## src/rtl/nfsa_ram.sv

```systemverilog
`default_nettype none

module nfsa_ram #(
   parameter int WIDTH = 8,
   parameter int DEPTH = 16,
   localparam int ADDR_BITS = (DEPTH > 1) ? $clog2(DEPTH) : 1
) (
   input  wire logic                 clock,
   input  wire logic                 we,
   input  wire logic [ADDR_BITS-1:0] waddr,
   input  wire logic [WIDTH-1:0]     wdata,
   input  wire logic                 re,
   input  wire logic [ADDR_BITS-1:0] raddr,
   output logic      [WIDTH-1:0]     rdata
);

   logic [WIDTH-1:0] mem_ff [DEPTH];
   logic [WIDTH-1:0] rdata_ff;

   always_ff @(posedge clock) begin
      if (we) begin
         mem_ff[waddr] <= wdata;
      end
      if (re) begin
         rdata_ff <= mem_ff[raddr];
      end
   end

   assign rdata = rdata_ff;

endmodule

`default_nettype wire

```

## config.mk

```make
export PLATFORM = sky130hd
export DESIGN_NAME = nfsa_ram
export DESIGN_NICKNAME = d
export VERILOG_FILES = /design/src/rtl/nfsa_ram.sv
export SDC_FILE = /design/constraint.sdc
export NUM_CORES = 1
export LEC_CHECK = 0
export BUFFER_PORTS_ARGS = -buffer_cell sky130_fd_sc_hd__buf_2
export CAP_MARGIN = 25
export CORE_UTILIZATION = 57
export CTS_CLUSTER_SIZE = 28
export DETAILED_ROUTE_END_ITERATION = 12
export GPL_TIMING_DRIVEN = 0
export PLACE_DENSITY = 0.84
export RECOVER_POWER = 50
export SLEW_MARGIN = 20
export SYNTH_ARGS = -nofsm -noshare
export SYNTH_HDL_FRONTEND = slang
export SYNTH_SLANG_ARGS = --single-unit
```

## constraint.sdc

```tcl
create_clock -name clock -period 6.21 [get_ports clock]
set_clock_uncertainty 0.15 [all_clocks]
set_input_delay 1.242 -clock clock [delete_from_list [all_inputs] [get_ports clock]]
set_output_delay 1.242 -clock clock [all_outputs]
set_load 0.005 [all_outputs]
```

# ---- Word level (Yosys, flattened, before mapping)
# Memories as Yosys holds them, arrays and structs flattened. A register that Yosys moved wholly into a read port is not among the register bits.
# Cells that the tools add are included.
dict set report classes {
  muxes 2
}
# cell n
set ops {}
lappend ops {{1-bit 2-to-1 mux} 2}
dict set report word_totals {
  mem_bits_rw 128
  inputBits 19
  n_memories 1
  ff_bits 0
  out_inout_bits 8
}
# memory words word_bits read_ports rd_ports_with_merged_regs wr line
set mem_list {}
lappend mem_list {mem_ff 16 8 1 1 1 17} ;# logic [WIDTH-1:0] mem_ff [DEPTH];

# ---- Logic depth before layout (Yosys ltp)
dict set report depth {
  depth_word 2
  mapped_depth 5
}

# ---- Least setup slack after synthesis
# No wires, ideal clock.
dict set report synth_timing {
  path_type {input port to flip-flop}
  from {input port waddr[2]}
  to {memory mem_ff[0][0] (enable)}
  arrival_ns 2.352
  slack_ns 3.325
  required_time_ns 5.677
  n_path_buf 0
  path_stages 2
  path_cell_list {or3b_2 nor3_1}
}
# element line
set synth_rtl {}
lappend synth_rtl {{start, declared} 10} ;# input wire logic [ADDR_BITS-1:0] waddr,
lappend synth_rtl {{end, declared} 17}
# Straight into the memory's write port.

# ---- Worst setup path after layout
dict set report layout_timing {
  from {input port we}
  to {memory mem_ff[0][4] (enable)}
}
dict set report layout_via {
  elab_chain_len 2
}
# element line
set layout_rtl {}
lappend layout_rtl {{start, declared} 9} ;# input wire logic we,
lappend layout_rtl {{1-bit 2-to-1 mux} 21} ;# if (we) begin
lappend layout_rtl {{1-bit 2-to-1 mux (not written as such)} 22} ;# mem_ff[waddr] <= wdata;
# Every way passes these cells.

==> metrics.cfg <==
[status]
outcome = finished with violations
violations = DRC

[critical_path]
cp-end-kind = flip-flop
path_max_fanout = 8
start_kind = primary input
cp.arrival_ns = 2.59
max_stage_delay_ns = 0.67
r2r_cells = 3
path_cells = clkbuf_1 > or3b_2 > nor3_2
criticalPathCategory = in -> reg
slowest_stage = nor3_2
cp.required_ns = 6.20

[layout]
drive_gt1_frac = 0.2692
syn_to_final_growth_pct = 17.45
multi_input_area_mm2 = 0.001072
nets = 293
stdcell_area_mm2 = 0.006140
fillers = 526
seq_area_mm2 = 0.004084
diodes = 0

[power_and_ir_drop]
p_sw_uw = 415.6
switching_share = 0.1875
power_density_mw_per_mm2 = 361.0
combPwrFrac = 0.043
vdd_ir_drop_max_v = 0.0002263
internal-power_uw = 1801
p_clk_frac = 0.487
seqPwrFrac = 0.469
p_leak_uw = 0.002044

[timing]
rsz0062_at_grt = false
tns_ns = 0
finalCritPeriodShare = 0.4190
drv_slew = 0
period_needed_ns = 2.602
relSlewSlack = 0.4285
worstMarginPinSlew_ns = 0.8527
max_freq_mhz = 384.3
setup_viol = 0
hold_violations = 0

[yosys]
synth_top_area_share = 0.7812
synth_cell_types = 18
synth_seq_area_share = 0.7812
syn-cell-area_mm2 = 0.005228
yosysTopAreaCell = edfxtp_1
synth_commonest_cells = 136 x edfxtp_1, 18 x mux4_2, 16 x a22oi_1, 14 x mux4_1, 13 x nor2_1
synth_fp_nets = 248
yosys_warnings = 0
syn_area_per_cell_um2 = 22.83
async_flop_share = 0
synth-edff-count = 136
synthCells = 229
synth.most_common_cell = edfxtp_1
yosys_most_used_dff = edfxtp_1
yosys-top-cells-area = edfxtp_1 78%, mux4_2 7.8%, mux4_1 7.0%, a22oi_1 2.3%, nor2_1 0.93%
synth_seq_cells = 136

[global_routing]
track_usage = 0.2317
grt_max_degree = 17
grt_overflow = 0
grt_pass1_vias = 2514
grt_pass1_wl_mm = 14.96
grt_antenna_before_repair = 0

[die]
ios = 27
rows = 34
dieHeight_um = 97.77
dieArea_mm2 = 0.009558
initial_core_util = 0.5936
die_width_um = 97.77
core_mm2 = 0.008806

[detailed_routing]
firstDrtPassIters = 8
via_per_inst = 6.376
wire_per_inst_um = 25.38
drt_iter0_drc = 301
drcViolationCount = 4
postRouteAntennaNets = 0
via_count = 2512
drt_wl_total_mm = 10.00

[placed_design]
dp_hpwl_mm = 6.193
place_area_mm2 = 0.005508
port_buffers = 25
place.gp.congestion = 0.7401

[cts]
clockBufferDepth = 2
numCtsBuffers = 17
post_cts_buffers = 0
cts-root-buf = clkbuf_8
cts_hold_repair.buffers = 0
clk_latency_ns = 0.52
cts.clk_slew.worst_paths_ns = 0.06
cts_resized = 0
cts_tree = yes
cts_num_sinks = 136
htreeDepth = 4

[min_path]
hp-class = reg -> reg
min_path_cells = 3

[flow_run]
maxCapViolations = 0

==> cell families after synthesis <==
kind of cell           synth area share
muxes                            0.1479
and+or+nand+nor                 0.03136
AOI/OAI and AO/OA               0.02298
buffers and inverters           0.01651
DFF                              0.7812
==> critical path: cells and delay by family <==
family	cells	cell delay (ns)
buffers and inverters	1	0.13
and+or+nand+nor	2	1.21
==> metrics by stage <==
stage	cells	hold slack [ns]	total power (uW)	utilization	setup WS, ns
2_1_floorplan	229	0.5548	1110	-	3.325
3_3_place_gp	362	0.5814	1148	0.6232	2.811
3_5_place_dp	363	0.5906	1155	0.6255	3.102
4_1_cts	394	0.6036	2226	0.6986	3.646
5_1_grt	394	0.6594	2267	0.6972	3.547
6_report	394	0.6029	2216	0.6972	3.608
==> flip-flops by register name (all words and copies together), names as in the netlist <==
signal	count
mem_ff	128
rdata	8
==> power groups by stage <==
stage / registers (uW) / logic [uW] / clock network, uW
2_1_floorplan: 1060 / 52.2 / 0
5_1_grt: 1040 / 103 / 1120
3_3_place_gp: 1060 / 91.6 / 0
4_1_cts: 1040 / 97.6 / 1090
6_report: 1040 / 95.8 / 1080
3_5_place_dp: 1060 / 96.5 / 0
==> layout make-up <==
cell class / count / area share
multi-input combinational: 83 / 0.1746
tap: 108 / 0.02201
sequential: 136 / 0.6652
clock inverter: 14 / 0.03750
clock buffer: 17 / 0.06745
timing repair buffer: 26 / 0.01916
buffer: 10 / 0.01406
==> per-layer routing <==
metal  global-route usage  vias to the layer above  share of wire
met4              0.09091                        0          0.018
met3              0.06228                       17          0.074
li1                     -                     1074              -
met2               0.3704                      126           0.50
met5                    0                        -              0
met1               0.3102                     1295           0.41
==> placed cells by master, fill, tap and decap left out <==
cell / synthesis / final
a22oi_1: 16 / 16
and2_1: 1 / 1
and2b_1: 1 / 1
buf_2: 3 / 19
buf_4: 1 / 1
buf_6: 3 / 3
bufinv_16: 0 / 6
clkbuf_1: 0 / 10
clkbuf_16: 0 / 16
clkbuf_8: 0 / 1
clkdlybuf4s25_2: 3 / 3
clkinv_1: 0 / 2
clkinv_2: 0 / 2
clkinv_4: 0 / 2
clkinvlp_4: 0 / 2
edfxtp_1: 136 / 136
mux4_1: 14 / 14
mux4_2: 18 / 18
nand2_1: 9 / 9
nand2b_1: 2 / 2
nand3_1: 1 / 1
nand3b_1: 2 / 2
nor2_1: 13 / 13
nor2b_1: 1 / 1
nor3_1: 4 / 1
nor3_2: 0 / 3
or3b_2: 1 / 1
==> path summary, 6_finish.rpt <==
check | start | endpoint | slack [ns]
max reg2reg | mem_ff[4][0] | rdata[0] | 4.52
min | mem_ff[11][1] | rdata[1] | 0.60
max | we | mem_ff[0][4] | 3.61
min reg2reg | mem_ff[11][1] | rdata[1] | 0.60
Note: power is estimated with default switching activity, not from simulation.
