## src/rtl/nfsa_pkg.sv

```systemverilog
`default_nettype none

package nfsa_pkg;

   // table geometry
   localparam int MAX_SITES    = 64;
   localparam int SITE_BITS    = (MAX_SITES > 1) ? $clog2(MAX_SITES) : 1;
   localparam int CNT_BITS     = $clog2(MAX_SITES + 1);

   // field widths
   localparam int COORD_BITS   = 16;
   localparam int DIST_BITS    = COORD_BITS + 1;
   localparam int CAP_BITS     = 16;
   localparam int ACTIVE_BITS  = 7;
   localparam int FUNC_BITS    = 2;

   // function codes
   localparam logic [FUNC_BITS-1:0] FUNC_LOAD  = 2'd0;
   localparam logic [FUNC_BITS-1:0] FUNC_PLACE = 2'd1;
   localparam logic [FUNC_BITS-1:0] FUNC_READ  = 2'd2;

   typedef struct packed {
      logic signed [COORD_BITS-1:0] x;
      logic signed [COORD_BITS-1:0] y;
      logic [CAP_BITS-1:0]          limit;
      logic [CAP_BITS-1:0]          count;
   } entry_type;

   localparam int ENTRY_BITS = $bits(entry_type);

   typedef struct packed {
      logic [FUNC_BITS-1:0]         func;
      logic [SITE_BITS-1:0]         site_index;
      logic signed [COORD_BITS-1:0] pos_x;
      logic signed [COORD_BITS-1:0] pos_y;
      logic [CAP_BITS-1:0]          site_capacity;
   } req_type;

   typedef struct packed {
      logic [SITE_BITS-1:0] chosen_site;
      logic [DIST_BITS-1:0] best_distance;
      logic [CAP_BITS-1:0]  occupancy;
      logic                 no_space;
   } rsp_type;

   typedef struct packed {
      logic                 we;
      logic [SITE_BITS-1:0] waddr;
      entry_type            wdata;
      logic                 re;
      logic [SITE_BITS-1:0] raddr;
   } ram_ctl_type;

endpackage

`default_nettype wire

```

## src/rtl/nfsa_ctrl.sv

```systemverilog
`default_nettype none

module nfsa_ctrl (
   input  wire logic                                clock,
   input  wire logic                                reset,
   input  wire logic                                req_valid,
   output logic                                     req_ready,
   input  wire nfsa_pkg::req_type                   req,
   input  wire logic [nfsa_pkg::ACTIVE_BITS-1:0]    active_sites,
   output logic                                     res_valid,
   input  wire logic                                res_taken,
   output nfsa_pkg::rsp_type                        res,
   output nfsa_pkg::ram_ctl_type                    ram_ctl,
   input  wire nfsa_pkg::entry_type                 ram_rdata
);

   typedef enum logic [4:0] {
      ST_IDLE  = 5'b00001,
      ST_SCAN  = 5'b00010,
      ST_READ  = 5'b00100,
      ST_WRITE = 5'b01000,
      ST_DONE  = 5'b10000
   } state_type;

   state_type state_ff, state_in;

   logic [nfsa_pkg::SITE_BITS-1:0]  idx_ff, idx_in;
   logic signed [nfsa_pkg::COORD_BITS-1:0] rx_ff, rx_in, ry_ff, ry_in;
   logic [nfsa_pkg::CNT_BITS-1:0]   n_ff, n_in, n_cur;
   logic [nfsa_pkg::CNT_BITS-1:0]   addr_ff, addr_in;
   logic                            issuing;

   // read pipeline: issue -> ram data -> candidate distance -> best
   logic                            issue_ff, issue_in;
   logic [nfsa_pkg::SITE_BITS-1:0]  issue_idx_ff, issue_idx_in;
   logic                            cand_vld_ff, cand_vld_in;
   logic                            cand_free_ff, cand_free_in;
   logic [nfsa_pkg::DIST_BITS-1:0]  cand_dist_ff, cand_dist_in;
   nfsa_pkg::entry_type             cand_entry_ff, cand_entry_in;
   logic [nfsa_pkg::SITE_BITS-1:0]  cand_idx_ff, cand_idx_in;

   logic                            found_ff, found_in;
   logic [nfsa_pkg::DIST_BITS-1:0]  best_dist_ff, best_dist_in;
   nfsa_pkg::entry_type             best_entry_ff, best_entry_in;
   logic [nfsa_pkg::SITE_BITS-1:0]  best_idx_ff, best_idx_in;
   logic [nfsa_pkg::CAP_BITS-1:0]   best_next_cnt;

   logic [nfsa_pkg::MAX_SITES-1:0]  vld_ff, vld_in;
   nfsa_pkg::rsp_type               res_ff, res_in;

   logic signed [nfsa_pkg::DIST_BITS-1:0] dx, dy;
   logic [nfsa_pkg::COORD_BITS-1:0] adx, ady;
   logic                            better;
   logic                            req_in_range, idx_in_range;

   assign req_ready = (state_ff == ST_IDLE);
   assign res_valid = (state_ff == ST_DONE);
   assign res       = res_ff;

   // active count clipped to table size
   always_comb begin
      if (nfsa_pkg::CNT_BITS'(nfsa_pkg::MAX_SITES) < active_sites) begin
         n_cur = nfsa_pkg::CNT_BITS'(nfsa_pkg::MAX_SITES);
      end else begin
         n_cur = nfsa_pkg::CNT_BITS'(active_sites);
      end
   end

   assign req_in_range = nfsa_pkg::CNT_BITS'(req.site_index)
                         < nfsa_pkg::CNT_BITS'(nfsa_pkg::MAX_SITES);
   assign idx_in_range = nfsa_pkg::CNT_BITS'(idx_ff)
                         < nfsa_pkg::CNT_BITS'(nfsa_pkg::MAX_SITES);
   assign issuing       = (state_ff == ST_SCAN) && (addr_ff < n_ff);
   assign best_next_cnt = best_entry_ff.count + 1'b1;

   // candidate stage: distance and free check on returned entry
   always_comb begin
      dx = {rx_ff[nfsa_pkg::COORD_BITS-1], rx_ff}
           - {ram_rdata.x[nfsa_pkg::COORD_BITS-1], ram_rdata.x};
      dy = {ry_ff[nfsa_pkg::COORD_BITS-1], ry_ff}
           - {ram_rdata.y[nfsa_pkg::COORD_BITS-1], ram_rdata.y};
      adx = dx[nfsa_pkg::DIST_BITS-1] ? nfsa_pkg::COORD_BITS'(-dx)
                                      : nfsa_pkg::COORD_BITS'(dx);
      ady = dy[nfsa_pkg::DIST_BITS-1] ? nfsa_pkg::COORD_BITS'(-dy)
                                      : nfsa_pkg::COORD_BITS'(dy);
      cand_vld_in   = issue_ff;
      cand_free_in  = (ram_rdata.count != ram_rdata.limit);
      cand_dist_in  = {1'b0, adx} + {1'b0, ady};
      cand_entry_in = ram_rdata;
      cand_idx_in   = issue_idx_ff;
   end

   // best stage: distance, then x, then y; lower index wins by scan order
   always_comb begin
      better = !found_ff || (cand_dist_ff < best_dist_ff)
               || ((cand_dist_ff == best_dist_ff)
                   && (($signed(cand_entry_ff.x) < $signed(best_entry_ff.x))
                       || ((cand_entry_ff.x == best_entry_ff.x)
                           && ($signed(cand_entry_ff.y) < $signed(best_entry_ff.y)))));
   end

   always_comb begin
      state_in      = state_ff;
      idx_in        = idx_ff;
      rx_in         = rx_ff;
      ry_in         = ry_ff;
      n_in          = n_ff;
      addr_in       = addr_ff;
      issue_in      = issuing;
      issue_idx_in  = addr_ff[nfsa_pkg::SITE_BITS-1:0];
      found_in      = found_ff;
      best_dist_in  = best_dist_ff;
      best_entry_in = best_entry_ff;
      best_idx_in   = best_idx_ff;
      vld_in        = vld_ff;
      res_in        = res_ff;

      ram_ctl              = '0;
      ram_ctl.waddr        = best_idx_ff;
      ram_ctl.wdata        = best_entry_ff;
      ram_ctl.wdata.count  = best_next_cnt;
      ram_ctl.raddr        = addr_ff[nfsa_pkg::SITE_BITS-1:0];

      if (cand_vld_ff && cand_free_ff && better) begin
         found_in      = 1'b1;
         best_dist_in  = cand_dist_ff;
         best_entry_in = cand_entry_ff;
         best_idx_in   = cand_idx_ff;
      end

      unique case (state_ff)
         ST_IDLE: begin
            if (req_valid) begin
               idx_in = req.site_index;
               rx_in  = req.pos_x;
               ry_in  = req.pos_y;
               res_in = '0;
               res_in.chosen_site = req.site_index;
               unique case (req.func)
                  nfsa_pkg::FUNC_LOAD: begin
                     if (req_in_range) begin
                        ram_ctl.we          = 1'b1;
                        ram_ctl.waddr       = req.site_index;
                        ram_ctl.wdata.x     = req.pos_x;
                        ram_ctl.wdata.y     = req.pos_y;
                        ram_ctl.wdata.limit = req.site_capacity;
                        ram_ctl.wdata.count = '0;
                        vld_in[req.site_index] = 1'b1;
                     end
                     state_in = ST_DONE;
                  end
                  nfsa_pkg::FUNC_PLACE: begin
                     n_in     = n_cur;
                     addr_in  = '0;
                     found_in = 1'b0;
                     if (n_cur == '0) begin
                        res_in          = '0;
                        res_in.no_space = 1'b1;
                        state_in        = ST_DONE;
                     end else begin
                        state_in = ST_SCAN;
                     end
                  end
                  nfsa_pkg::FUNC_READ: begin
                     ram_ctl.re    = 1'b1;
                     ram_ctl.raddr = req.site_index;
                     state_in      = ST_READ;
                  end
                  default: begin
                     state_in = ST_DONE;
                  end
               endcase
            end
         end
         ST_SCAN: begin
            if (issuing) begin
               ram_ctl.re = 1'b1;
               addr_in    = addr_ff + 1'b1;
            end else if (!issue_ff && !cand_vld_ff) begin
               if (found_ff) begin
                  state_in = ST_WRITE;
               end else begin
                  res_in          = '0;
                  res_in.no_space = 1'b1;
                  state_in        = ST_DONE;
               end
            end
         end
         ST_READ: begin
            // entries never loaded read as zero count
            if (idx_in_range && vld_ff[idx_ff]) begin
               res_in.occupancy = ram_rdata.count;
            end else begin
               res_in.occupancy = '0;
            end
            state_in = ST_DONE;
         end
         ST_WRITE: begin
            ram_ctl.we           = 1'b1;
            res_in.chosen_site   = best_idx_ff;
            res_in.best_distance = best_dist_ff;
            res_in.occupancy     = best_next_cnt;
            res_in.no_space      = 1'b0;
            state_in             = ST_DONE;
         end
         ST_DONE: begin
            if (res_taken) begin
               state_in = ST_IDLE;
            end
         end
         default: begin
            state_in = ST_IDLE;
         end
      endcase
   end

   always_ff @(posedge clock) begin
      if (reset) begin
         state_ff    <= ST_IDLE;
         issue_ff    <= 1'b0;
         cand_vld_ff <= 1'b0;
         found_ff    <= 1'b0;
         vld_ff      <= '0;
      end else begin
         state_ff    <= state_in;
         issue_ff    <= issue_in;
         cand_vld_ff <= cand_vld_in;
         found_ff    <= found_in;
         vld_ff      <= vld_in;
      end
   end

   always_ff @(posedge clock) begin
      idx_ff        <= idx_in;
      rx_ff         <= rx_in;
      ry_ff         <= ry_in;
      n_ff          <= n_in;
      addr_ff       <= addr_in;
      issue_idx_ff  <= issue_idx_in;
      cand_free_ff  <= cand_free_in;
      cand_dist_ff  <= cand_dist_in;
      cand_entry_ff <= cand_entry_in;
      cand_idx_ff   <= cand_idx_in;
      best_dist_ff  <= best_dist_in;
      best_entry_ff <= best_entry_in;
      best_idx_ff   <= best_idx_in;
      res_ff        <= res_in;
   end

   a_no_rw_overlap: assert property (@(posedge clock) disable iff (reset)
      !(ram_ctl.we && ram_ctl.re))
      else $error("table read and write in the same cycle");

   a_write_needs_best: assert property (@(posedge clock) disable iff (reset)
      (state_ff == ST_WRITE) |-> found_ff)
      else $error("write-back without a chosen site");

   a_scan_bound: assert property (@(posedge clock) disable iff (reset)
      (state_ff == ST_SCAN) |-> (addr_ff <= n_ff))
      else $error("scan address ran past active sites");

   a_best_in_range: assert property (@(posedge clock) disable iff (reset)
      ((state_ff == ST_SCAN) && found_ff)
         |-> (nfsa_pkg::CNT_BITS'(best_idx_ff) < n_ff))
      else $error("chosen site outside active range");

   a_full_result_clean: assert property (@(posedge clock) disable iff (reset)
      (res_valid && res.no_space)
         |-> (res.chosen_site == '0 && res.best_distance == '0
              && res.occupancy == '0))
      else $error("no_space result carries data");

endmodule

`default_nettype wire
```

## config.mk

```make
export PLATFORM = sky130hd
export DESIGN_NAME = nfsa_ctrl
export DESIGN_NICKNAME = d
export VERILOG_FILES = /design/src/rtl/nfsa_pkg.sv /design/src/rtl/nfsa_ctrl.sv
export SDC_FILE = /design/constraint.sdc
export NUM_CORES = 1
export LEC_CHECK = 0
export BUFFER_PORTS_ARGS = -buffer_cell sky130_fd_sc_hd__buf_4
export CAP_MARGIN = 0
export CORE_UTILIZATION = 55
export DETAILED_ROUTE_END_ITERATION = 8
export PLACE_DENSITY_LB_ADDON = 0.1
export SLEW_MARGIN = 20
export SYNTH_ARGS = -nofsm -noshare
export SYNTH_HDL_FRONTEND = slang
export SYNTH_SLANG_ARGS = --single-unit
```

## constraint.sdc

```tcl
create_clock -name clock -period 10.7 [get_ports clock]
set_clock_uncertainty 0.2 [all_clocks]
set_input_delay 0.535 -clock clock [delete_from_list [all_inputs] [get_ports clock]]
set_output_delay 0.535 -clock clock [all_outputs]
set_load 0.005 [all_outputs]
```

Yosys cells after proc, flatten, opt, wreduce, memory -nomap -nowiden
Index checks and enable logic that the tools add are counted.
Word-level totals
  output and inout port bits: 120
  logic and storage cells: 128
  register bits after elaboration: 345
  input bits: 131
Cells by class
  reductions and logical operators: 26
  muxes and demuxes: 41
  bitwise gates (word level): 1
  equality and inequality tests: 17
  $add $sub $neg: 7
  magnitude comparators: 8
Operators with widths (count)
  two-way mux 40 bit: 6
  two-way mux 78 bit: 1
  two-way mux 71 bit: 1
  two-way mux 70 bit: 1
  one-hot mux 23 bit (3 select lines): 1
  bitwise OR 64 bit: 1
  one-hot mux 16 bit (4 select lines): 1
  two-way mux 16 bit: 3
  two-way mux 7 bit: 5
  subtractor 16 x 16 -> 17 bit: 2
  less-than comparator 16 bit: 2
  negator 16 bit: 2
  two-way mux 5 bit: 6
  one-hot mux 5 bit (4 select lines): 1
  adder 16 x 16 -> 17 bit: 1
  == test 17 bit: 1
  less-than comparator 17 bit: 1
  adder 16 x 1 -> 16 bit, second input constant: 1
  == test 16 bit: 1
  inequality test 16 bit: 1
  less-than comparator 6 x 7 -> 1 bit, second input constant: 2
  one-hot mux 7 bit (2 select lines): 1
  one-hot mux 5 bit (2 select lines): 1
  AND reduction 5 bit: 2
  31 further kinds: 55

Longest topological paths before layout
Gate-level depths: netlist of the first run.
  depth in word-level cells: 10
  mapped depth: 23
  depth with buffers taken out: 22

Least setup slack after synthesis of the first run
No wires, ideal clock.
  path kind: reg2reg
  from: register best_dist_ff[16] in the netlist's numbering
  to: register best_dist_ff[0] in the netlist's numbering, enable pin
  arrival: 7.632 ns
  period minus slack after synthesis: 8.484 ns
  library setup time: 0.652 ns
  required time: 9.848 ns
  stages on the path, launching flop included: 8
  slack: 2.216 ns
  buffers on the path: 0
  path through: edfxtp_1 > inv_1 > ha_1 > nand4_1 > nor2_1 > nand4_1 > or4_1 > o21ai_0
Between the ends
  word-level cells in the longest chain between the ends: 4
  elaborated cells between the ends (all ways): 6
  those cells by class: order compare (1); eq/ne (1); reduce/logical (4)
RTL lines
  start: declaration: RTL line nfsa_ctrl.sv:43  | logic [nfsa_pkg::DIST_BITS-1:0] best_dist_ff, best_dist_in;
  start signal: assignment: RTL line nfsa_ctrl.sv:244  | best_dist_ff <= best_dist_in;
  less-than comparator 17 bit or == test 17 bit (tied branches): RTL line nfsa_ctrl.sv:95, nfsa_ctrl.sv:96
  logical OR 1 bit or logical AND 1 bit (tied branches): RTL line nfsa_ctrl.sv:95, nfsa_ctrl.sv:97
  logical OR 1 bit *: RTL line nfsa_ctrl.sv:96  | || ((cand_dist_ff == best_dist_ff)
  logical AND 1 bit *: RTL line nfsa_ctrl.sv:124  | if (cand_vld_ff && cand_free_ff && better) begin
Mark *: on every way between the ends. The rest lies on a longest branch, timed or not.
A chain may end at the register's enable or synchronous reset.

Worst setup path after layout of the first run
  from: input port ram_rdata[32] in the netlist's numbering
  to: register cand_dist_ff[15] in the netlist's numbering
Between the ends
  word-level cells in the longest chain between the ends: 4
RTL lines
  start: declaration: RTL line nfsa_ctrl.sv:14  | input wire nfsa_pkg::entry_type ram_rdata
  subtractor 16 x 16 -> 17 bit *: RTL line nfsa_ctrl.sv:81  | - {ram_rdata.y[nfsa_pkg::COORD_BITS-1], ram_rdata.y};
  negator 16 bit: RTL line nfsa_ctrl.sv:84  | ady = dy[nfsa_pkg::DIST_BITS-1] ? nfsa_pkg::COORD_BITS'(-dy)
  two-way mux 16 bit *: RTL line nfsa_ctrl.sv:84
  adder 16 x 16 -> 17 bit *: RTL line nfsa_ctrl.sv:88  | cand_dist_in = {1'b0, adx} + {1'b0, ady};
  via cand_dist_in, one bit: RTL line nfsa_ctrl.sv:38  | logic [nfsa_pkg::DIST_BITS-1:0] cand_dist_ff, cand_dist_in;
  end signal: assignment: RTL line nfsa_ctrl.sv:241  | cand_dist_ff <= cand_dist_in;
  end: declaration: RTL line nfsa_ctrl.sv:38
Mark *: on every way through the listed nets, which the timed path passes. The rest lies on a longest branch.

==> results.json, run 1 <==
{
  "grt_use_total_pct": 25.9,
  "p_sw_share_pct": 29.7,
  "synthAdderAreaFrac_pct": 8.63,
  "gr-total-overflow": 0,
  "ys_ff_latch": 345,
  "seqCellArea_um2": 8700,
  "die_area_um2": 29900,
  "crit_required_ns": 10.94,
  "regToRegEndpoint": "cand_dist_ff[15]",
  "insertion_delay_ns": 0.52,
  "hp-class": "in -> reg",
  "finalMaxSlewViolations": 0,
  "period_minus_slack_ns": 6.78,
  "rrSetupSlack_ns": 4.29,
  "drt-pass1-iter-count": 5,
  "cts_sinks": 345,
  "cts_buffers": 36,
  "design_area_um2": 20300,
  "place_area_um2": 18300,
  "num_io_pins": 251,
  "synth-compound-area-share_pct": 11.0,
  "gp_congestion": 0.836,
  "synth_flop_cell": "edfxtp_1",
  "leakage_uw": 0.00863,
  "n_fill_cell": 2148,
  "fin_crit_sh_pct": 63.3,
  "syn-num-nets": 1749,
  "rsz0062_at_grt": "false",
  "synth_top_family_by_area": "simple AND/OR/NAND/NOR gates",
  "ys_seq_area_share_pct": 54.1,
  "antenna_found_initial": 0,
  "drv_cap": 0,
  "endpoint_kind": "flip-flop",
  "cp_data_arrival_time_ns": 7.01,
  "power_uw": 4070,
  "synth_simple_gate_area_share_pct": 13.4,
  "diodes": 0,
  "syn2layout_area_growth_pct": 26.6,
  "row_count": 62,
  "syn_inst": 1509,
  "post-place-ws_ns": 4.11,
  "async_flop_share_pct": 0,
  "p_clk_share_pct": 30.3,
  "multi_input_area_um2": 6780,
  "die_y_um": 173,
  "final_cell_mix": "buf_4, edfxtp_1, dfxtp_1",
  "start_kind": "primary input",
  "syn_area_um2": 16100,
  "synth-edff-count": 179,
  "fin_setup_tns_ns": 0,
  "start_util_pct": 56.0,
  "clockBufferDepth": 3,
  "grt_pass1_wl_mm": 62.0,
  "hold_viol": 0,
  "clkTransAtPathRegs_ns": 0.06,
  "status": "complete, no violations",
  "drtIter0Drc": 905,
  "slew_headroom_pct": 27.1,
  "wl_per_cell_um": 17.2,
  "hold_end": "ry_ff[0]",
  "post_route_cells_drive_above_1_share_pct": 19.4,
  "crit_fanout": 15,
  "ir_drop_v": 0.000148,
  "die_x_um": 173,
  "grt_max_degree": 100,
  "design.core.area_um2": 28700,
  "tritoncts": "done",
  "switching_power_uw": 1210,
  "num_vias": 12200,
  "synth_warnings": 0,
  "routed_wl_mm": 38.7,
  "nNetsFinal": 2082,
  "setup_ws_ns": 3.92,
  "drcViolationCount": 0,
  "io_buffers": 250,
  "synthDistinctLibCells": 68,
  "synthXorXnorAreaFrac_pct": 5.40,
  "rr_worst_depth": 21,
  "grt_pass1_vias": 12200,
  "power_density_nw_per_um2": 200,
  "cts.root.buffer_cell": "clkbuf_16",
  "ant_nets": 0,
  "dpl.hpwl_mm": 27.4,
  "r2r_start": "ry_ff[0]",
  "synthMuxAreaShare_pct": 3.56,
  "min_path_cells": 1,
  "combPwrFrac_pct": 29.1,
  "path_class": "in -> reg",
  "intPower_uw": 2860,
  "htreeDepth": 2,
  "hold_ws_ns": 0.0101,
  "via_per_inst": 5.43,
  "seqPwrFrac_pct": 40.6,
  "mostFrequentLayoutCell": "buf_4",
  "timing.fmax_mhz": 148,
  "max_slew.worst_pin.slew_ns": 1.09,
  "finalSetupViolCount": 0,
  "synth.avg_cell_area_um2": 10.6,
  "hold_start": "req[16]"
}
-- cell usage after synthesis (all sizes together) (3+ instances only) --
library cell,n,area share (%)
o22ai,3,0.12
clkbuf,35,0.82
nor3b,4,0.19
xnor2,49,2.7
nand4,12,0.47
or4,3,0.14
nor3,26,0.84
nor2,155,3.6
nor2b,23,0.90
nor4,9,0.35
o21a,11,0.51
o21bai,5,0.23
fa,3,0.37
buf,11,0.40
inv,113,2.6
a22o,9,0.49
a21oi,119,3.7
ha,106,8.3
or2,7,0.27
nand3,19,0.59
o21ai,84,2.6
o211ai,3,0.14
xor2,50,2.7
mux2,7,0.49
edfxtp,179,33
a21o,17,0.79
dfxtp,166,21
o31ai,5,0.23
a311oi,3,0.16
nand2,157,3.7
mux4,21,2.9
nand3b,6,0.28
nand2b,18,0.70
a31oi,11,0.43
and3,9,0.35
a211oi,9,0.42
and2,6,0.23
-- per-stage QoR --
step,utilization (%),std cells
after floorplan,-,1509
after global placement,63.8,2106
after detailed placement,63.8,2106
after CTS,70.7,2250
after global routing,70.9,2253
final,70.9,2253
-- cell type report --
cell class | count | area share, %
well taps | 384 | 2.36
repair buffers | 341 | 13.6
flip-flops and latches | 345 | 42.8
inverters | 113 | 2.09
multi-input cells | 1005 | 33.3
clock inverters | 23 | 0.991
clock buffers | 42 | 4.84
-- layer usage --
layer	track usage, %	wire length (µm)
met5	0	0
met1	34.9	17100
met3	4.02	2340
met2	43.9	18400
met4	6.34	809
-- cell families (layout without fill, tap and decap cells) --
logic type,count (synthesis),after routing
flip-flops,345,345
AO/OA/AOI/OAI,299,299
buffers and inverters,159,519
AND/OR/NAND/NOR,468,468
multiplexers,30,30
adder cells (fa/ha/maj),109,109
XOR/XNOR,99,99
-- power by group through the flow --
stage	sequential [µW]	clock, µW	combinational [µW]
finish	1650	1230	1180
CTS	1660	1260	1180
global route	1670	1310	1320
global placement	1680	0	1110
floorplan	1660	0	797
detailed placement	1680	0	1140
-- worst max-delay path by stage --
stage,start,end,cells after the start
2_1_floorplan,best_dist_ff[16],best_dist_ff[0],7
6_report,ram_rdata[32],cand_dist_ff[15],22
3_3_place_gp,ram_rdata[32],cand_dist_ff[15],21
5_1_grt,ram_rdata[32],cand_dist_ff[15],22
4_1_cts,ram_rdata[32],cand_dist_ff[15],22
3_5_place_dp,ram_rdata[32],cand_dist_ff[15],21
-- sequential cells by signal (all words and copies together) (netlist names), 7 cells and up --
register       count
cand_dist_ff      17
best_dist_ff      17
rx_ff             16
n_ff               7
cand_entry_ff     64
vld_ff            64
addr_ff            7
res               40
ry_ff             16
best_entry_ff     64
-- critical path, cell delays in order --
cell           delay (ns)
dlygate4sd3_1        0.55
buf_4                0.15
ha_1                 0.23
fa_1                 0.43
nor2b_1              0.12
o21ai_0              0.12
a21oi_1              0.31
nor2_1               0.16
o311ai_0             0.55
a2111oi_0            0.20
a21oi_1              0.84
mux2i_1              0.39
ha_1                 0.30
a21o_1               0.18
a21oi_1              0.22
o21bai_1             0.12
a211oi_1             0.32
o31ai_1              0.15
o41ai_1              0.64
o21ai_0              0.16
a21oi_1              0.20
xnor2_1              0.13
-- repair_timing --
action                    CTS  global route
gates resized for setup     0             0
hold buffers               79             2
buffers inserted            0             0
hold endpoints to repair   79             2
Note: power is estimated with default switching activity, not from simulation.
==> run 2: changes to the inputs <==
--- a/config.mk
+++ b/config.mk
@@ -7,7 +7,7 @@
 export LEC_CHECK = 0
 export BUFFER_PORTS_ARGS = -buffer_cell sky130_fd_sc_hd__buf_4
 export CAP_MARGIN = 0
-export CORE_UTILIZATION = 55
+export CORE_UTILIZATION = 52
 export DETAILED_ROUTE_END_ITERATION = 8
 export PLACE_DENSITY_LB_ADDON = 0.1
 export SLEW_MARGIN = 20
==> constraint.sdc (replaced) <==
create_clock -name clock -period 5.43 [get_ports clock]
set_clock_uncertainty 0.2 [all_clocks]
set_input_delay 0.2715 -clock clock [delete_from_list [all_inputs] [get_ports clock]]
set_output_delay 0.2715 -clock clock [all_outputs]
set_load 0.005 [all_outputs]
==> results.json, run 2 (synthesis results as in run 1) <==
{
  "cp_top_family": "compound AO/OA/AOI/OAI gates",
  "mostFrequentLayoutCell": "buf_4",
  "endpoint_kind": "flip-flop",
  "status": "complete, no violations",
  "min_path_cells": 5,
  "cts.root.buffer_cell": "clkbuf_16",
  "cp_data_arrival_time_ns": 5.37,
  "top_layer": "met4",
  "start_kind": "primary input",
  "drtIter0Drc": 762,
  "p_sw_share_pct": 30.5,
  "insertion_delay_ns": 0.52,
  "max_slew.worst_pin.slew_ns": 1.16,
  "die_y_um": 178,
  "nNetsFinal": 2118,
  "die_area_um2": 31600,
  "cts_sinks": 345,
  "final_cells": 2295,
  "via_per_inst": 5.35,
  "wl_met2_mm": 18.0,
  "clockBufferDepth": 3,
  "die_x_um": 178,
  "seqPwrFrac_pct": 41.2,
  "switching_power_uw": 2410,
  "slew_headroom_pct": 22.1,
  "diodes": 0,
  "drv_cap": 0,
  "post-place-ws_ns": -0.0251,
  "ant_nets": 0,
  "grt_max_degree": 99,
  "crit_fanout": 8,
  "crit_required_ns": 5.63,
  "path_cells": "dlygate4sd3_1 -> buf_4 -> inv_1 -> ha_1 -> nor2b_1 -> o31a_1 -> o21ai_0 -> nand4bb_1 -> and3_1 -> o2111a_1 -> or2_2 -> nor2_1 -> a21oi_2 -> fa_1 -> a21o_1 -> a21oi_1 -> o21bai_1 -> a21oi_1 -> o21ai_0 -> a211o_1 -> a21oi_1 -> o21a_1 -> o21ai_0",
  "htreeDepth": 2,
  "fin_crit_sh_pct": 95.3,
  "timing.fmax_mhz": 193,
  "num_vias": 12300,
  "cts_buffers": 36,
  "setup_ws_ns": 0.256,
  "grt_pass1_wl_mm": 61.2,
  "cp_slowest_cell": "dlygate4sd3_1",
  "combPwrFrac_pct": 30.4,
  "path_class": "in -> reg",
  "power_density_nw_per_um2": 383,
  "rrSetupSlack_ns": 0.34,
  "ir_drop_v": 0.000248,
  "clkTransAtPathRegs_ns": 0.06,
  "drt-pass1-iter-count": 5,
  "hold_start": "req[55]",
  "reg_top3": "best_entry_ff x64, cand_entry_ff x64, vld_ff x64",
  "hold_end": "state_ff[1]",
  "slowest_delay_ns": 0.56,
  "io_buffers": 250,
  "antenna_found_initial": 0,
  "period_minus_slack_ns": 5.17,
  "dr_wl_met3_mm": 2.06,
  "row_count": 63,
  "post_route_cells_drive_above_1_share_pct": 19.2,
  "r2r_start": "ry_ff[0]",
  "finalMaxSlewViolations": 0,
  "wl_per_cell_um": 17.0,
  "tritoncts": "done",
  "grt_use_total_pct": 24.8,
  "p_clk_share_pct": 28.4,
  "hp-class": "in -> reg",
  "final_cell_mix": "buf_4, edfxtp_1, dfxtp_1",
  "finalSetupViolCount": 0,
  "leakage_uw": 0.00871,
  "intPower_uw": 5490,
  "grt_pass1_vias": 12000,
  "rr_worst_depth": 23,
  "cts_setup_buffers": 0,
  "num_io_pins": 251,
  "n_fill_cell": 2284,
  "path_buf_inv": 3,
  "start_util_pct": 53.5,
  "regToRegEndpoint": "cand_dist_ff[16]",
  "gr-total-overflow": 0,
  "hold_viol": 0,
  "design.core.area_um2": 30000,
  "drcViolationCount": 0,
  "gp_congestion": 0.851,
  "syn2layout_area_growth_pct": 28.2,
  "dp_cells": 2117,
  "routed_wl_mm": 38.9,
  "wl_met1_mm": 17.8,
  "dpl.hpwl_mm": 27.6
}
-- run 2: worst max path at each step --
stage	start	endpoint	slack, ns	cells past startpoint
2_1_floorplan	ry_ff[0]	cand_dist_ff[15]	0.26	22
3_3_place_gp	ram_rdata[32]	cand_dist_ff[15]	0.20	22
3_5_place_dp	ram_rdata[32]	cand_dist_ff[15]	-0.03	22
4_1_cts	ry_ff[0]	cand_dist_ff[15]	0.03	22
5_1_grt	ram_rdata[34]	cand_dist_ff[16]	-0.007	24
6_report	ram_rdata[50]	cand_dist_ff[16]	0.26	23
-- run 2: power groups by stage --
stage / combinational, µW / sequential, µW / clock, µW
floorplan: 1570 / 3260 / 0
global placement: 2240 / 3300 / 0
detailed placement: 2300 / 3310 / 0
CTS: 2380 / 3250 / 2280
global route: 2680 / 3280 / 2390
finish: 2400 / 3250 / 2240
-- run 2: per-layer routing --
metal  vias up  global-route usage, %
li1       6058                      -
met5         -                      0
met4         0                   8.05
met3        72                   3.77
met2       388                   40.5
met1      5771                   33.8
-- run 2: through the flow --
step,power [µW],setup TNS (ns),hold slack [ns],util [%],instance area (µm²)
after floorplan,4830,0,0.0992,-,16100
after global placement,5540,0,0.111,61.2,18400
after detailed placement,5610,-0.0309,0.113,61.2,18400
after CTS,7920,0,0.0173,68.4,20600
after global routing,8340,-0.0120,0.0631,68.6,20600
final,7900,0,0.0399,68.6,20600
-- run 2: final cells by class --
class / instances / area (µm²) / share of cell area (%)
sequential: 345 / 8700 / 42.2
clock buffer: 50 / 963 / 4.68
inverter: 113 / 424 / 2.06
tap: 390 / 488 / 2.37
multi-input combinational: 1005 / 6820 / 33.1
clock inverter: 15 / 91.3 / 0.443
timing repair buffer: 377 / 3110 / 15.1
-- run 2: worst register-to-register path, stage by stage (launching register included) --
cell and delay [ns]:
edfxtp_1 0.32, inv_1 0.04, ha_1 0.19, fa_1 0.41, nor2b_1 0.12, o21ai_0 0.14, a21oi_2 0.24, nor2_1 0.14
o311ai_2 0.36, a2111oi_0 0.15, a21oi_1 0.26, buf_4 0.24, nor2_1 0.07, xnor2_1 0.12, ha_1 0.34, a21o_1 0.17
a21oi_1 0.24, o21bai_1 0.09, a21oi_1 0.22, o21ai_0 0.14, a211o_1 0.30, a21oi_1 0.21, o21a_1 0.17, o21ai_0 0.08
-- run 2: what timing repair did --
action                     in CTS  in global routing
hold buffers                  113                  0
gates resized for setup         0                  7
setup endpoints to repair       0                  6
hold endpoints to repair      136                  0
==> run 3: changes to the inputs <==
==> constraint.sdc (replaced) <==
create_clock -name clock -period 4.15 [get_ports clock]
set_clock_uncertainty 0.2 [all_clocks]
set_input_delay 0.2075 -clock clock [delete_from_list [all_inputs] [get_ports clock]]
set_output_delay 0.2075 -clock clock [all_outputs]
set_load 0.005 [all_outputs]
==> results.json, run 3 (synthesis results as in run 1) <==
{
  "regToRegEndpoint": "cand_dist_ff[14]",
  "leakage_uw": 0.00929,
  "hold_ws_ns": 0.00428,
  "wl_per_cell_um": 16.9,
  "hold_viol": 0,
  "insertion_delay_ns": 0.54,
  "grt_pass1_vias": 12700,
  "clkTransAtPathRegs_ns": 0.06,
  "seqCellArea_um2": 8700,
  "setup.worst_path.end": "cand_dist_ff[14]",
  "reg_top3": "best_entry_ff x64, cand_entry_ff x64, vld_ff x64",
  "die_y_um": 178,
  "rsz0062_at_grt": "true",
  "slew_headroom_pct": 32.4,
  "cts_buffers": 37,
  "drt-pass1-iter-count": 5,
  "rr_worst_depth": 22,
  "multi_input_area_um2": 7020,
  "crit_fanout": 5,
  "n_fill_cell": 2098,
  "tritoncts": "done",
  "violations": "setup timing",
  "drcViolationCount": 0,
  "grt_use_total_pct": 25.7,
  "power_uw": 11400,
  "setup_ws_ns": -0.341,
  "syn2layout_area_growth_pct": 34.9,
  "start_kind": "flip-flop",
  "ir_drop_v": 0.000427,
  "fin_crit_sh_pct": 108,
  "r2r_start": "rx_ff[0]",
  "crit_start": "rx_ff[0]",
  "nNetsFinal": 2215,
  "design_area_um2": 21700,
  "place_area_um2": 19100,
  "post_route_cells_drive_above_1_share_pct": 24.6,
  "crit_required_ns": 4.40,
  "drtIter0Drc": 717,
  "grt_max_degree": 99,
  "max_slew.worst_pin.slew_ns": 1.01,
  "cts.root.buffer_cell": "clkbuf_16",
  "gp_congestion": 0.851,
  "clockBufferDepth": 3,
  "cp_data_arrival_time_ns": 4.74,
  "dp_cells": 2204,
  "grt_pass1_wl_mm": 64.0,
  "dpl.hpwl_mm": 28.3,
  "min_path_cells": 2,
  "status": "complete, but fails checks",
  "path_class": "reg -> reg",
  "antenna_found_initial": 0,
  "post-place-ws_ns": -0.571,
  "num_io_pins": 251,
  "final_cells": 2394,
  "finalSetupViolCount": 7,
  "period_minus_slack_ns": 4.49,
  "rrSetupSlack_ns": -0.34,
  "start_util_pct": 53.5,
  "die_x_um": 178,
  "row_count": 63,
  "io_buffers": 250,
  "routed_wl_mm": 40.5,
  "htreeDepth": 2,
  "cts_sinks": 345,
  "via_per_inst": 5.35,
  "hp-class": "in -> reg",
  "finalMaxSlewViolations": 0,
  "power_density_nw_per_um2": 524,
  "die_area_um2": 31600,
  "design.core.area_um2": 30000,
  "gr-total-overflow": 0,
  "timing.fmax_mhz": 223,
  "drv_cap": 0,
  "mostFrequentLayoutCell": "buf_4",
  "endpoint_kind": "flip-flop",
  "final_cell_mix": "buf_4, edfxtp_1, dfxtp_1",
  "num_vias": 12800,
  "ant_nets": 0
}
run 3: changes by cell type in the layout (fill, tap and decap cells not counted), sizes merged:
cell	delta
dlygate4sd3	+3
diode	+1
clkinvlp	-1
clkinv	-6
inv	-1
clkbuf	+10
buf	+93
run 3: what timing repair did:
action	4_1_cts	5_1_grt
hold buffers	116	0
pin swaps	10	9
endpoints found under the hold margin	148	0
resized for setup	8	19
endpoints found under the setup margin	8	11
setup buffers	9	2
run 3: worst min-delay path by stage:
stage                     slack [ns]            from                to
final                          0.004           reset        vld_ff[36]
after global routing            0.01           reset        vld_ff[36]
after CTS                      0.003           reset        vld_ff[28]
after detailed placement        0.11  cand_idx_in[5]    cand_idx_ff[5]
after global placement          0.11  cand_idx_in[4]    cand_idx_ff[4]
after floorplan                 0.04    ram_rdata[0]  cand_entry_ff[0]
run 3: metal layers:
metal	share of wire, %	up-vias	track usage (%)
met1	44	6053	34.2
met2	48	439	42.9
met5	0	-	0
met4	2.2	0	8.26
met3	5.8	78	4.03
li1	-	6249	-
run 3: power by group:
group | switching [µW] | internal [µW] | leakage (µW)
clock | 1330 | 1860 | 0.000581
combinational | 1920 | 2010 | 0.00566
sequential | 173 | 4070 | 0.00305
run 3: critical path: stages (launching register included):
cell and delay, ns:
edfxtp_1 0.37, inv_1 0.07, ha_2 0.18, fa_2 0.21, nor2b_2 0.05, o31a_1 0.29, o21ai_2 0.14, nand4bb_1 0.14
and3_4 0.21, o2111a_1 0.23, or2_4 0.30, nor2_4 0.13, a21oi_4 0.05, fa_2 0.39, a21o_1 0.19, a21oi_2 0.15
o21bai_1 0.09, a21oi_2 0.18, o21ai_2 0.08, a211o_1 0.30, a21oi_2 0.16, o21a_1 0.17, xnor2_1 0.12
run 3: cell type report:
class | count | area share [%]
timing repair buffer | 473 | 17.8
clock buffer | 60 | 5.14
inverter | 113 | 1.96
sequential | 345 | 40.1
tap | 390 | 2.25
clock inverter | 7 | 0.335
antenna | 1 | 0.0115
multi-input combinational | 1005 | 32.4
run 3: stage by stage:
stage               TNS (ns)  util, %
floorplan              -1.38        -
global route           -4.03     72.2
global placement       -2.27     63.7
detailed placement     -2.98     63.7
finish                 -1.92     72.2
CTS                    -1.85     71.8
